### src/design/grid_bilinear_interpolator_assert.svh
// Assertion macros shared by the grid interpolator RTL.
// Needs clk and rst_n in the scope of every use; define ASSERT_OFF to drop them.
`ifndef GRID_BILINEAR_INTERPOLATOR_ASSERT_SVH
`define GRID_BILINEAR_INTERPOLATOR_ASSERT_SVH
`ifndef ASSERT_OFF
// Same-cycle implication
`define GBI_ASSERT_IMP(lbl, ante, cons) \
  lbl: assert property (@(posedge clk) disable iff (!rst_n) (ante) |-> (cons)) \
    else $error("same-cycle check failed");
// Next-cycle implication
`define GBI_ASSERT_NXT(lbl, ante, cons) \
  lbl: assert property (@(posedge clk) disable iff (!rst_n) (ante) |=> (cons)) \
    else $error("next-cycle check failed");
`else
`define GBI_ASSERT_IMP(lbl, ante, cons)
`define GBI_ASSERT_NXT(lbl, ante, cons)
`endif
`endif

### src/design/gbi_ram.sv
// Generic simple dual-port RAM: one write port, one registered read port.
// No dependencies.
module gbi_ram #(
  parameter int WIDTH = 32,
  parameter int DEPTH = 64
) (
  input  logic                     clk,
  input  logic                     we,
  input  logic [$clog2(DEPTH)-1:0] waddr,
  input  logic [WIDTH-1:0]         wdata,
  input  logic [$clog2(DEPTH)-1:0] raddr,
  output logic [WIDTH-1:0]         rdata
);

  logic [WIDTH-1:0] mem [DEPTH];

  // Write and registered read
  always_ff @(posedge clk) begin
    if (we) begin
      mem[waddr] <= wdata;
    end
    rdata <= mem[raddr];
  end

endmodule

### config.mk
export PLATFORM = sky130hd
export DESIGN_NAME = gbi_ram
export DESIGN_NICKNAME = d
export VERILOG_FILES = /design/src/design/grid_bilinear_interpolator_assert.svh /design/src/design/gbi_ram.sv
export SDC_FILE = /design/constraint.sdc
export NUM_CORES = 2
export LEC_CHECK = 0
export ABC_AREA = 1
export CORE_ASPECT_RATIO = 2
export CORE_UTILIZATION = 35
export CTS_CLUSTER_DIAMETER = 80
export DETAILED_ROUTE_END_ITERATION = 16
export DONT_BUFFER_PORTS = 1
export PLACE_DENSITY = 0.46
export SYNTH_ARGS = -nofsm -noshare
export SYNTH_HDL_FRONTEND = slang
export SYNTH_SLANG_ARGS = --single-unit
### constraint.sdc
create_clock -name clk -period 7.2 [get_ports clk]
set_input_delay 1.8 -clock clk [delete_from_list [all_inputs] [get_ports clk]]
set_output_delay 1.8 -clock clk [all_outputs]
set_load 0.005 [all_outputs]
Word level (Yosys, flattened, before mapping). Memory sizes are Yosys's and may differ from the RTL's. A register that Yosys moved wholly into a read port is not among the register bits. Cells that the tools add are included.

Flip-flop bits (word level): 0. Bits in writable memories: 2048. Output and inout port bits: 32. Logic and storage cells: 3. Memories kept: 1.

Mux-type cells: 2.

Memories: mem (depth 64, width 32, rd ports 1, clocked after memory_dff 1, write ports 1, RTL line gbi_ram.sv:15) `logic [WIDTH-1:0] mem [DEPTH];`.

Operators with widths (count): $mux 1 (2).

Depth between registers and ports, before layout.
Depth in word-level cells: 2. Depth in mapped cells: 13.

Worst setup path before layout. Ideal clock, no wire load.

Path kind: input -> register. Start: input we. End: memory mem[48][0] (enable). Library setup time: 0.502 ns. Data arrival time: 5.428 ns. Required time: 6.698 ns. Slack: 1.270 ns. Cell stages on the path: 3. Path buffers: 1. Cell sequence: clkbuf_1 > nand4_1 > nor4_1.

Longest elaborated chain between the ends: 2.

RTL lines: start: declaration (RTL line gbi_ram.sv:8) `input logic we,`; $mux 1 (RTL line gbi_ram.sv:19) `if (we) begin`; $mux 1 (not written as such) (RTL line gbi_ram.sv:20) `mem[waddr] <= wdata;`; end: declaration (RTL line gbi_ram.sv:15).

Every way passes these cells.

==> out/summary.txt <==
Syn Area/Cell -> 12.2 um^2
Top Ports -> 78
Critical Path Start Type -> input pin
Synth Area in XOR/XNOR -> 0
Starting Density -> 0.352
Root Buffer -> clkbuf_16
Complex-gate fraction of the synthesized area -> 0
Sequential fraction of the synthesis area -> 0.751
Vias -> 51700
Count of input and output buffers -> 0
Yosys reg bits -> 2080
Hold Crit Class -> register to register
DRT Pass-1 Iters -> 5
Die width -> 346 um
GP Congestion -> 0.778
Post-route ant nets -> 0
Via/cell ratio -> 5.26
Post-synth EDFFs -> 2048
Synth Flop Type -> edfxtp_1
CP Capture Type -> register
Synth Instances -> 6769
Chip Height -> 690 um
Area growth from synthesis to layout -> 11.1%
WHS Path Cells -> 8
Failing checks -> max-slew violations
Final Cycle Share -> 0.930
Tot GR Track Use -> 0.208
Clock sink count -> 2080
TNS Setup -> 0 ns
YS warnings -> 0
GRT overflow -> 0
Drt initial violations -> 4311
Site row count -> 252
CTS resizes -> 0
Final net count -> 6683
Status -> finished, violations left
Largest family of logic cells by synthesized area -> simple AND/OR/NAND/NOR gates
Final hold vios -> 0
Detailed-route wire length -> 253000 um
CP max FO -> 1025
Setup WS pre-CTS -> 2.47 ns
DRC viols -> 0
Slew Limit Fails -> 976
H-tree depth -> 4
Synth Net Count -> 6815
Vias in the first global route -> 51300
Clock tree buffer depth -> 4
Leading area contributor after synthesis -> edfxtp_1
Pwr/cell area -> 268 nW/um^2
CTS tree -> built
Worst EP required -> 7.90 ns
Min Hold Slack -> 0.790 ns
Synth Area in Simple Gates -> 0.221
Tmin final -> 6.70 ns
Fill count -> 22200
First-pass GRT wire length -> 364000 um
Adder-Cell Fraction of Synth Area -> 0
Post-layout util -> 0.391
Setup ws final -> 0.503 ns
DR WL/cell -> 25.7 um
Critical path arrival -> 7.40 ns
Clock transition at path regs -> 0.07 ns
Share of the synthesized area in the top cell type -> 0.743
Core footprint -> 235000 um^2
Post-synth top cells -> 2248 x nand2_1, 2048 x edfxtp_1, 1907 x nand3_1
Mux contribution to synthesized area -> 0
Endpoints failing setup -> 0
Pin count of the biggest net entering global routing -> 1026
Slew @ Worst Pin -> 7.09 ns
Count leader, synth -> nand2_1
Hold_buf cts -> 0
Max cap viols -> 0
DPL Wire Length -> 131000 um
Syn Std Cell Area -> 82700 um^2
Clock latency on the worst-skew pair -> 0.88 ns
Leak Pwr -> 31.5 nW
Normalized max-slew margin -> -3.73
Clock skew -> 0.0546 ns
Layout cells sized above 1 -> 0.0671
Num CTS Buffers -> 189
RSZ-0062 raised after global routing -> no
CP Class -> input pin to register
Max Clk Rate -> 0.149 GHz
Top cells by area, synth -> edfxtp_1 74%, nand3_1 12%, nand2_1 10%, buf_2 1.7%, dfxtp_1 0.77%
Synth cell types -> 16
Post-CTS setup buffer count -> 0
Peak supply drop -> 0.202 mV
Worst Reg-to-Reg Cells -> 8
Async SR Flop Fraction -> 0
DIE AREA -> 238000 um^2
Initial antenna violation count -> 8
flip-flops by register name (all words and copies together) (netlist names):
name,cells
rdata,32
mem,2048
final cells by class:
class	instances	area, um^2	area share
sequential	2080	62100	0.676
clock buffer	246	5150	0.0560
multi-input combinational	4228	18800	0.204
clock inverter	92	807	0.00878
tap	3048	3810	0.0415
inverter	12	82.6	0.000898
antenna	2	5.00	0.0000545
timing repair buffer	126	1150	0.0125
logic make-up (layout without fill, tap and decap cells):
group | after synthesis | count (layout)
DFF | 2080 | 2080
other | 0 | 2
and+or+nand+nor | 4228 | 4228
buffers and inverters | 461 | 476
path summary, 6_finish.rpt:
kind / start / to / slack, ns
setup / recovery: raddr[0] / rdata[9] / 0.50
hold / removal: mem[27][3] / rdata[3] / 0.79
setup reg to reg: mem[51][19] / rdata[19] / 5.54
hold reg to reg: mem[27][3] / rdata[3] / 0.79
through the flow:
stage	power [mW]	std cells	cell area [um^2]
global route	25.2	9833	91900
detailed placement	14.8	9494	86000
CTS	24.8	9832	91900
floorplan	14.5	6769	82700
finish	24.6	9834	91900
global placement	14.8	9494	86000
cell usage in the layout (no fill, tap or decap):
cell type   Yosys  layout
clkinv_4        0       3
clkbuf_8        0       8
inv_16          0       2
clkinv_2        0      35
inv_1           9       7
inv_6           0       2
diode_2         0       2
nand2_1      2248    2248
clkinvlp_4      0       4
nor2_4          0      56
buf_12          0      16
nand4_1         9       9
clkinv_1        0      35
clkbuf_1       77      43
edfxtp_1     2048    2048
nor4_2          0       8
nand3_1      1907    1907
inv_8           0       2
bufinv_16       0      14
dfxtp_1        32      32
buf_4          45     110
clkbuf_16       0     195
report_power, final:
part | switching [mW] | total [mW] | internal [mW]
clock | 4.53 | 10.1 | 5.54
combinational | 0.680 | 1.06 | 0.379
sequential | 0.0838 | 13.5 | 13.4
total | 5.29 | 24.6 | 19.3
worst max-delay path: stages:
cell     delay, ns
nand2_1       1.45
nand3_1       0.16
nand3_1       0.14
nand3_1       0.10
nand3_1       0.10
nand2_1       0.06
nand2_1       0.14
nand2_1       0.16
layer usage:
| metal | part of all wire | GRT usage | routed length (um) | up-vias |
|---|---|---|---|---|
| li1 | - | - | - | 23800 |
| met1 | 0.39 | 0.244 | 97800 | 26200 |
| met2 | 0.54 | 0.390 | 135000 | 1355 |
| met3 | 0.049 | 0.0299 | 12400 | 364 |
| met4 | 0.028 | 0.0636 | 7040 | 2 |
| met5 | 0.000071 | 0 | 18 | - |
(Power assumes the default switching activity.)
